### src/rtl/lps_pkg.sv
// like pattern segmenter package: record and phase types, byte constants,
// record builder functions shared by the step logic and the top level
// no dependencies

package lps_pkg;

    // width of the saturating skip counter
    localparam int SKIP_BITS = 8;
    localparam logic [SKIP_BITS-1:0] SKIP_MAX = {SKIP_BITS{1'b1}};
    localparam int SKIP_WIDE = SKIP_BITS + 8;

    // records produced per pattern byte at most
    localparam int MAX_RECS = 3;

    // wildcard bytes
    localparam logic [7:0] PCT_BYTE = 8'h25;
    localparam logic [7:0] UND_BYTE = 8'h5F;

    // record kinds
    typedef enum logic [1:0] {
        KIND_LIT = 2'd0,
        KIND_END = 2'd1,
        KIND_ERR = 2'd2
    } kind_t;

    // error codes
    typedef enum logic [1:0] {
        ERR_NONE    = 2'd0,
        ERR_BAD_ESC = 2'd1,
        ERR_END_ESC = 2'd2
    } err_t;

    // parser phase, one-hot
    typedef enum logic [5:0] {
        PH_INITIAL = 6'b000001,
        PH_MULTI   = 6'b000010,
        PH_SINGLE  = 6'b000100,
        PH_ESCAPE  = 6'b001000,
        PH_LITERAL = 6'b010000,
        PH_ERROR   = 6'b100000
    } phase_t;

    // one result record
    typedef struct packed {
        kind_t       kind;
        logic [7:0]  literal_value;
        logic [7:0]  skip_count;
        logic        open_ended;
        err_t        error_code;
        logic        pattern_done;
        logic        last_of_run;
    } rec_t;

    // parser state
    typedef struct packed {
        phase_t                phase;
        logic [SKIP_BITS-1:0]  skip;
        logic                  open;
    } pstate_t;

    // skip shown on a record, saturated to eight bits
    function automatic logic [7:0] skip_out(input logic [SKIP_BITS-1:0] s);
        logic [SKIP_WIDE-1:0] wide;
        wide = {8'd0, s};
        if (wide > SKIP_WIDE'(255)) begin
            return 8'hFF;
        end
        return wide[7:0];
    endfunction

    function automatic rec_t rec_lit(input logic [7:0] b,
                                     input logic [SKIP_BITS-1:0] s,
                                     input logic o);
        rec_t r;
        r               = '0;
        r.kind          = KIND_LIT;
        r.literal_value = b;
        r.skip_count    = skip_out(s);
        r.open_ended    = o;
        r.error_code    = ERR_NONE;
        return r;
    endfunction

    function automatic rec_t rec_end(input logic [SKIP_BITS-1:0] s, input logic o);
        rec_t r;
        r            = '0;
        r.kind       = KIND_END;
        r.skip_count = skip_out(s);
        r.open_ended = o;
        r.error_code = ERR_NONE;
        return r;
    endfunction

    function automatic rec_t rec_err(input err_t e);
        rec_t r;
        r            = '0;
        r.kind       = KIND_ERR;
        r.error_code = e;
        return r;
    endfunction

endpackage

### src/rtl/lps_step.sv
// one parser step: records caused by a pattern byte and the next parser state
// depends on lps_pkg

module lps_step (
    input  lps_pkg::pstate_t  cur,
    input  logic [7:0]        escape_char,
    input  logic [7:0]        pattern_byte,
    input  logic              end_of_pattern,
    output lps_pkg::pstate_t  nxt,
    output lps_pkg::rec_t     recs [lps_pkg::MAX_RECS],
    output logic [1:0]        rec_cnt
);

    logic is_esc;
    logic is_pct;
    logic is_und;

    assign is_esc = (escape_char != 8'd0) && (pattern_byte == escape_char);
    assign is_pct = (pattern_byte == lps_pkg::PCT_BYTE);
    assign is_und = (pattern_byte == lps_pkg::UND_BYTE);

    // byte handling, then finalization on the last byte
    always_comb begin
        logic [1:0] n;
        n   = 2'd0;
        nxt = cur;
        for (int i = 0; i < lps_pkg::MAX_RECS; i++) begin
            recs[i] = '0;
        end

        if (cur.phase == lps_pkg::PH_ERROR) begin
            // discard the rest of the pattern
            if (end_of_pattern) begin
                nxt.phase = lps_pkg::PH_INITIAL;
                nxt.skip  = '0;
                nxt.open  = 1'b0;
            end
        end else begin
            case (cur.phase)
                lps_pkg::PH_ESCAPE: begin
                    if (is_esc || is_pct || is_und) begin
                        recs[n]   = lps_pkg::rec_lit(pattern_byte, cur.skip, cur.open);
                        n         = n + 2'd1;
                        nxt.phase = lps_pkg::PH_LITERAL;
                    end else begin
                        recs[n]   = lps_pkg::rec_err(lps_pkg::ERR_BAD_ESC);
                        n         = n + 2'd1;
                        nxt.phase = lps_pkg::PH_ERROR;
                    end
                end
                lps_pkg::PH_LITERAL: begin
                    if (is_esc) begin
                        nxt.phase = lps_pkg::PH_ESCAPE;
                    end else if (is_pct) begin
                        recs[n]   = lps_pkg::rec_end(cur.skip, cur.open);
                        n         = n + 2'd1;
                        nxt.skip  = '0;
                        nxt.open  = 1'b1;
                        nxt.phase = lps_pkg::PH_MULTI;
                    end else if (is_und) begin
                        recs[n]   = lps_pkg::rec_end(cur.skip, cur.open);
                        n         = n + 2'd1;
                        nxt.skip  = lps_pkg::SKIP_BITS'(1);
                        nxt.open  = 1'b0;
                        nxt.phase = lps_pkg::PH_SINGLE;
                    end else begin
                        recs[n] = lps_pkg::rec_lit(pattern_byte, cur.skip, cur.open);
                        n       = n + 2'd1;
                    end
                end
                default: begin
                    // initial, after percent, after underscore
                    if (is_esc) begin
                        nxt.phase = lps_pkg::PH_ESCAPE;
                    end else if (is_pct) begin
                        nxt.open  = 1'b1;
                        nxt.phase = lps_pkg::PH_MULTI;
                    end else if (is_und) begin
                        if (cur.skip != lps_pkg::SKIP_MAX) begin
                            nxt.skip = cur.skip + 1'b1;
                        end
                        nxt.phase = lps_pkg::PH_SINGLE;
                    end else begin
                        recs[n]   = lps_pkg::rec_lit(pattern_byte, cur.skip, cur.open);
                        n         = n + 2'd1;
                        nxt.phase = lps_pkg::PH_LITERAL;
                    end
                end
            endcase

            // finalize the pattern
            if (end_of_pattern) begin
                case (nxt.phase)
                    lps_pkg::PH_MULTI, lps_pkg::PH_SINGLE: begin
                        recs[n] = lps_pkg::rec_end(nxt.skip, nxt.open);
                        n       = n + 2'd1;
                    end
                    lps_pkg::PH_ESCAPE: begin
                        recs[n] = lps_pkg::rec_err(lps_pkg::ERR_END_ESC);
                        n       = n + 2'd1;
                    end
                    lps_pkg::PH_LITERAL: begin
                        recs[n] = lps_pkg::rec_end(nxt.skip, nxt.open);
                        n       = n + 2'd1;
                        recs[n] = lps_pkg::rec_end('0, 1'b0);
                        n       = n + 2'd1;
                    end
                    default: begin
                    end
                endcase
                nxt.phase = lps_pkg::PH_INITIAL;
                nxt.skip  = '0;
                nxt.open  = 1'b0;
            end
        end

        // mark the last record of this byte
        if (n != 2'd0) begin
            recs[n - 2'd1].last_of_run  = 1'b1;
            recs[n - 2'd1].pattern_done = end_of_pattern;
        end
        rec_cnt = n;
    end

endmodule

### src/rtl/like_pattern_segmenter_top.sv
// like pattern segmenter top level: stream ports, parser state, record holding
// stage and output register; depends on lps_pkg and lps_step
//
// latency: with the output free, a byte's first record is out in the cycle after acceptance
// throughput: one byte per cycle while the receiver is ready and each byte yields at most
//   one record; a byte yielding more holds off the next until the holding stage drains
// reset: aresetn low clears the parser state, the escape byte and all valid flags

module like_pattern_segmenter_top (
    input  logic        aclk,
    input  logic        aresetn,
    // configuration write: escape_char
    input  logic        cfg_valid,
    output logic        cfg_ready,
    input  logic [7:0]  cfg_data,
    // pattern input
    input  logic        s_tvalid,
    output logic        s_tready,
    input  logic [7:0]  s_tdata,    // [7:0] pattern_byte
    input  logic        s_tlast,    // end_of_pattern
    // segment records
    output logic        m_tvalid,
    input  logic        m_tready,
    output logic [23:0] m_tdata,    // [7:0] literal_value, [15:8] skip_count,
                                    // [16] open_ended, [18:17] error_code,
                                    // [19] pattern_done, [23:20] zero
    output logic [1:0]  m_tuser,    // record_kind
    output logic        m_tlast     // last_of_run
);

    logic [7:0]         esc_reg;
    lps_pkg::pstate_t   st_reg;
    lps_pkg::pstate_t   st_next;
    lps_pkg::rec_t      hold_reg  [lps_pkg::MAX_RECS];
    lps_pkg::rec_t      hold_next [lps_pkg::MAX_RECS];
    logic [1:0]         hold_cnt_reg;
    logic [1:0]         hold_cnt_next;
    lps_pkg::rec_t      out_reg;
    lps_pkg::rec_t      out_next;
    logic               out_valid_reg;
    logic               out_valid_next;

    lps_pkg::rec_t      recs [lps_pkg::MAX_RECS];
    logic [1:0]         rec_cnt;
    logic               s_xfer;
    logic               out_free;

    assign cfg_ready = 1'b1;
    assign s_tready  = (hold_cnt_reg == 2'd0);
    assign s_xfer    = s_tvalid && s_tready;
    assign out_free  = !out_valid_reg || m_tready;

    // parser step
    lps_step u_step (
        .cur            (st_reg),
        .escape_char    (esc_reg),
        .pattern_byte   (s_tdata),
        .end_of_pattern (s_tlast),
        .nxt            (st_next),
        .recs           (recs),
        .rec_cnt        (rec_cnt)
    );

    // record routing: holding stage drains first, new records go straight out if free
    always_comb begin
        hold_next      = hold_reg;
        hold_cnt_next  = hold_cnt_reg;
        out_next       = out_reg;
        out_valid_next = out_valid_reg && !m_tready;
        if (out_free && (hold_cnt_reg != 2'd0)) begin
            out_next       = hold_reg[0];
            out_valid_next = 1'b1;
            hold_next[0]   = hold_reg[1];
            hold_next[1]   = hold_reg[2];
            hold_cnt_next  = hold_cnt_reg - 2'd1;
        end else if (s_xfer) begin
            if (out_free && (rec_cnt != 2'd0)) begin
                out_next       = recs[0];
                out_valid_next = 1'b1;
                hold_next[0]   = recs[1];
                hold_next[1]   = recs[2];
                hold_cnt_next  = rec_cnt - 2'd1;
            end else begin
                hold_next     = recs;
                hold_cnt_next = rec_cnt;
            end
        end
    end

    // control state
    always_ff @(posedge aclk) begin
        if (!aresetn) begin
            esc_reg       <= 8'd0;
            st_reg.phase  <= lps_pkg::PH_INITIAL;
            st_reg.skip   <= '0;
            st_reg.open   <= 1'b0;
            hold_cnt_reg  <= 2'd0;
            out_valid_reg <= 1'b0;
        end else begin
            if (cfg_valid && cfg_ready) begin
                esc_reg <= cfg_data;
            end
            if (s_xfer) begin
                st_reg <= st_next;
            end
            hold_cnt_reg  <= hold_cnt_next;
            out_valid_reg <= out_valid_next;
        end
    end

    // record payload
    always_ff @(posedge aclk) begin
        hold_reg <= hold_next;
        out_reg  <= out_next;
    end

    // output packing
    assign m_tvalid = out_valid_reg;
    assign m_tuser  = out_reg.kind;
    assign m_tlast  = out_reg.last_of_run;
    assign m_tdata  = {4'd0, out_reg.pattern_done, out_reg.error_code,
                       out_reg.open_ended, out_reg.skip_count, out_reg.literal_value};

endmodule

### config.mk
export PLATFORM = sky130hd
export DESIGN_NAME = like_pattern_segmenter_top
export DESIGN_NICKNAME = d
export VERILOG_FILES = /design/src/rtl/lps_pkg.sv /design/src/rtl/lps_step.sv /design/src/rtl/like_pattern_segmenter_top.sv
export SDC_FILE = /design/constraint.sdc
export NUM_CORES = 1
export LEC_CHECK = 0
export ABC_AREA = 1
export BUFFER_PORTS_ARGS = -buffer_cell sky130_fd_sc_hd__buf_2
export CAP_MARGIN = 30
export CORE_AREA = 4 4 96 98
export CTS_CLUSTER_SIZE = 16
export DETAILED_ROUTE_END_ITERATION = 7
export DIE_AREA = 0 0 100 102
export HOLD_SLACK_MARGIN = 0.15
export PLACE_DENSITY = 0.84
export SYNTH_ARGS = -nofsm -noshare
export SYNTH_HDL_FRONTEND = slang
export SYNTH_SLANG_ARGS = --single-unit
### constraint.sdc
create_clock -name aclk -period 8 [get_ports aclk]
set_clock_uncertainty 0.1 [all_clocks]
set_input_delay 1.6 -clock aclk [delete_from_list [all_inputs] [get_ports aclk]]
set_output_delay 1.6 -clock aclk [all_outputs]
set_load 0.02 [all_outputs]
# Word-level counts from Yosys, hierarchy flattened
# Cells that the tools add are included.
# op_classes
n_addsub	5
bitwise	11
muxes	66
magnitude_cmp	6
reduce_logical	24
n_eq_ne	12
# ops
cell	count
23-bit two-way mux	12
69-bit two-way mux	4
69-bit bitwise mux	3
69-bit one-hot mux with 3 select lines	1
23-bit demux with 2-bit select	4
46-bit two-way mux	2
15-bit two-way mux	5
66-bit AND	1
66-bit inverter	1
63-bit AND	1
63-bit inverter	1
23-bit one-hot mux with 2 select lines	1
6-bit two-way mux	5
9-bit two-way mux	3
8-bit two-way mux	3
22-bit two-way mux	1
21-bit two-way mux	1
2-bit two-way mux	9
9-bit one-hot mux with 2 select lines	1
6-bit by 4-bit == test with 1-bit output (second input constant)	2
6-bit by 5-bit == test with 1-bit output (second input constant)	2
6-bit one-hot mux with 2 select lines	1
3-bit >= comparator (second input constant)	3
3-bit by 1-bit < comparator with 1-bit output (second input constant)	3
28 further kinds	54
# totals
regBits	118
output_inout_bits	30
input_bits	22
wordCells	158

# Longest topological paths before layout
# depth
word_depth	24
mapped_depth	18
depth_no_buf	18

# Hierarchy
# A second synthesis with hierarchy kept.
# unflattened
hier_cells	906
hier_area_um2	7262.0
# by_module_without_submodules
module	area_each_um2	n_inst	seq_area_each_um2	cells_each
like_pattern_segmenter_top	5241.3	1	3283.1	491
lps_step	2020.7	1	0.0	415

# Worst setup path after synthesis
# OpenSTA, ideal clock, no wires.
# synth_path
path_type	input to register
startpoint	in s_tdata[2]
endpoint	reg out_reg (netlist bit m_tdata[0]) (enable)
arrival_time_ns	3.175
cell_stages	15
setup_ns	0.380
required_time_ns	7.520
path_buffers	0
setup_slack_ns	4.345
cell_sequence	nand2_1 > inv_2 > nand2_1 > nor2_4 > inv_2 > nand2_2 > inv_2 > nand2_4 > nand2_4 > nand2_4 > nand2_4 > nand3_4 > inv_2 > nand2_4 > nand2_1
# synth_between
elab_chain_cells	16
word_cells_on_any_way	35
classes_between	2 x add/sub; 7 x eq/ne; 18 x mux; 8 x reduce/logical
# synth_rtl
element	line_no	rtl
start: declaration	like_pattern_segmenter_top.sv:19	input logic [7:0] s_tdata,
branches (longest 10 deep; another with 2-bit by 1-bit adder with 2-bit output)	--	
2-bit two-way mux *	lps_step.sv:92	if (end_of_pattern) begin
2-bit two-way mux *	lps_step.sv:31	if (cur.phase == lps_pkg::PH_ERROR) begin
2-bit nonzero test *	like_pattern_segmenter_top.sv:77	if (out_free && (rec_cnt != 2'd0)) begin
1-bit logical AND *	like_pattern_segmenter_top.sv:77	
2-bit nonzero test (no source line) *	--	
2-bit AND reduction (no source line) *	--	
end signal: assignment	like_pattern_segmenter_top.sv:114	out_reg <= out_next;
end: declaration	like_pattern_segmenter_top.sv:38	lps_pkg::rec_t out_reg;
# Every way passes the cells marked *. The select of a mux whose other input is x is not followed.
# A chain may end at the register's enable or synchronous reset.

# Final worst setup path
# layout_path
startpoint	in s_tdata[1]
endpoint	reg out_reg (netlist bit m_tdata[3]) (enable)
# The elaborated chain is that of the path after synthesis.

==> impl_metrics.tcl <==
set metrics [dict create \
    outcome "finished clean" \
    placed_area_sq_um 5525 \
    post-cts-setup-buffers 0 \
    drive_gt1_frac 0.1538 \
    grt_max_degree 54 \
    max_slew_margin 0.4004 \
    vias 4828 \
    firstDrtPassIters 7 \
    worst-slew-pin-transition_ns 0.8973 \
    track_usage 0.2781 \
    routed_wl_microns 13740 \
    hp-class "reg2reg" \
    hold_depth 2 \
    worstSetupPathType "in2reg" \
    cts_resized 0 \
    dieArea_sq_um 10200 \
    synth_ff_type "edfxtp_1" \
    fin_area_sq_um 5720 \
    netlist_instances 702 \
    yosys-top-cells-area "edfxtp_1 35%, nand2_1 16%, dfxtp_1 9.9%" \
    largest_register_ff_count 39 \
    coreArea_sq_um 8466 \
    htreeDepth 3 \
    grt_setup_unrepaired "false" \
    regToRegStartpoint "st_reg[14]" \
    fin_tns_setup_ns 0 \
    setup_violations 0 \
    arrival_ns 4.03 \
    finalHoldViolCount 0 \
    timing.critical_path.mode_cell "nand2_1" \
    die_y_microns 102 \
    drv_cap 0 \
    hold_path_startpoint "st_reg[12]" \
    clk_latency_ns 0.37 \
    ff2ff_setup_slack_ns 4.66 \
    overflow 0 \
    cts-root-buf "clkbuf_8" \
    yosysTopAreaCellShare 0.3529 \
    synth_area_sq_um 5275 \
    final_antenna_net_count 0 \
    synth_area_per_cell_sq_um 7.514 \
    fmax_mhz 236.9 \
    power_density_nw_per_um2 292.7 \
    ir_drop_mv 0.1185 \
    cts_sinks 88 \
    crit_path_start_kind "input pin" \
    synth-seq-cells 88 \
    r2r_end "m_tdata[3]" \
    io_buffers 46 \
    synth-edff-count 62 \
    layout_commonest_cell "nand2_1" \
    drcViolationCount 0 \
    via_per_inst 5.687 \
    crit_required_ns 7.81 \
    ios 52 \
    numCtsBuffers 9 \
    ys_seq_area_frac 0.4516 \
    final_cell_mix "220 x nand2_1, 71 x nor2_1, 71 x nand3_1, 62 x edfxtp_1, 56 x inv_1" \
    dp_hpwl_microns 10070 \
    gp_congestion 0.9844 \
    async_flop_share 0 \
    avgRoutedWirePerCell_microns 16.18 \
    min_to "st_reg[12]" \
    cp-startpoint "s_tdata[1]" \
    synth_cell_type_count 39 \
    fin_crit_sh 0.5277 \
    grt_pass1_vias 4546 \
    crit_fanout 23 \
    dp_cells 833 \
    cts_tree "yes" \
    clk_pin_slew_ns 0.09 \
    initial_utilization 0.6231 \
    cts-hold-fix-buffers 0 \
    nets 763 \
    placementRows 34 \
    synth_top_area_cell "edfxtp_1" \
    final_cells 849 \
    drv_slew 0 \
    grt_pass1_wl_microns 22270 \
    die_w_microns 100 \
    crit_path_end_kind "flip-flop" \
    yosysWarnings 0 \
    diodes 0 \
    crit_chain "buf_2 > inv_1 > nand2_1 > nand2_1 > nand2_1 > nor2_4 > nand3_2 > inv_2 > nand2_2 > nand2_4 > nand2_4 > nand3_4 > inv_2 > nand2_4 > nand2_1" \
    worstRegToRegCells 11 \
    dr.first_iter.drc_count 502 \
    cp_slowest_stage_delay_ns 0.53 \
    period_minus_slack_ns 4.222 \
    leakagePower_uw 0.002481 \
    cp_slowest_cell "nand2_1" \
    antenna_found_initial 0 \
    clk_path_buf_depth 2 \
    syn_to_final_growth_pct 8.444 \
]
==> area by class of cell <==
class,instances,area [sq um]
Clock buffer,10,137.6
Clock inverter,6,57.56
Fill cell,715,2745
Inverter,71,266.5
Multi-Input combinational cell,516,2477
Sequential cell,88,2382
Tap cell,108,135.1
Timing Repair Buffer,50,264.0
==> worst max-delay path, delay by kind of cell <==
family / cells / cell delay [ns]
buffers and inverters: 4 / 0.54
and+or+nand+nor: 11 / 1.87
==> cell usage after synthesis, types with 3 or more instances <==
cell	count
edfxtp_1	62
nand2_4	5
xnor2_1	4
nor2_1	72
dfxtp_1	26
nand2_2	5
o211ai_1	5
nand4_1	18
buf_4	7
o21ai_0	33
ha_1	5
nand3_2	3
nand2_1	220
buf_2	5
nor2_2	4
o31ai_1	3
o21ai_1	12
buf_6	3
a21oi_1	25
inv_1	56
nor2_4	5
inv_2	14
clkbuf_1	16
nand3_1	71
nor3_2	5
==> metrics by stage <==
step | power (uW) | hold WS (ns) | utilization | setup slack (ns)
4_1_cts | 1679 | 0.3846 | 0.6757 | 3.809
6_report | 1674 | 0.3823 | 0.6757 | 3.778
5_1_grt | 1763 | 0.4162 | 0.6757 | 3.498
2_1_floorplan | 1192 | 0.3526 | - | 4.345
3_5_place_dp | 1370 | 0.3701 | 0.6527 | 3.438
3_3_place_gp | 1335 | 0.3669 | 0.6505 | 3.594
==> worst max-delay path by stage <==
stage                  end  slack [ns]  depth (start not counted)
2_1_floorplan   m_tdata[0]        4.34                         15
3_3_place_gp    m_tdata[0]        3.59                         15
3_5_place_dp    m_tdata[0]        3.44                         15
4_1_cts         m_tdata[3]        3.81                         15
5_1_grt        m_tdata[12]        3.50                         15
6_report        m_tdata[3]        3.78                         15
==> report_power, final <==
| group | total, uW | switching [uW] | internal [uW] |
|---|---|---|---|
| clock network | 313 | 183 | 130 |
| logic | 577 | 428 | 149 |
| registers | 784 | 48.2 | 736 |
| total | 1670 | 659 | 1020 |
==> per-layer routing <==
layer	vias to the layer above	wire length [microns]	track usage
met2	224	6470	0.4659
li1	2364	-	-
met3	36	1091	0.05256
met1	2204	5805	0.3710
met4	0	373	0.08187
met5	-	0	0
==> kinds of logic after synthesis <==
logic type | Yosys count | share of synthesized area
buf+inv | 102 | 0.08302
flops | 88 | 0.4516
other cells | 2 | 0.001424
simple gates | 415 | 0.3558
xor+xnor | 5 | 0.008301
compound gates | 85 | 0.08800
fa+ha+maj | 5 | 0.01186
Note: power is estimated with default switching activity, not from simulation.
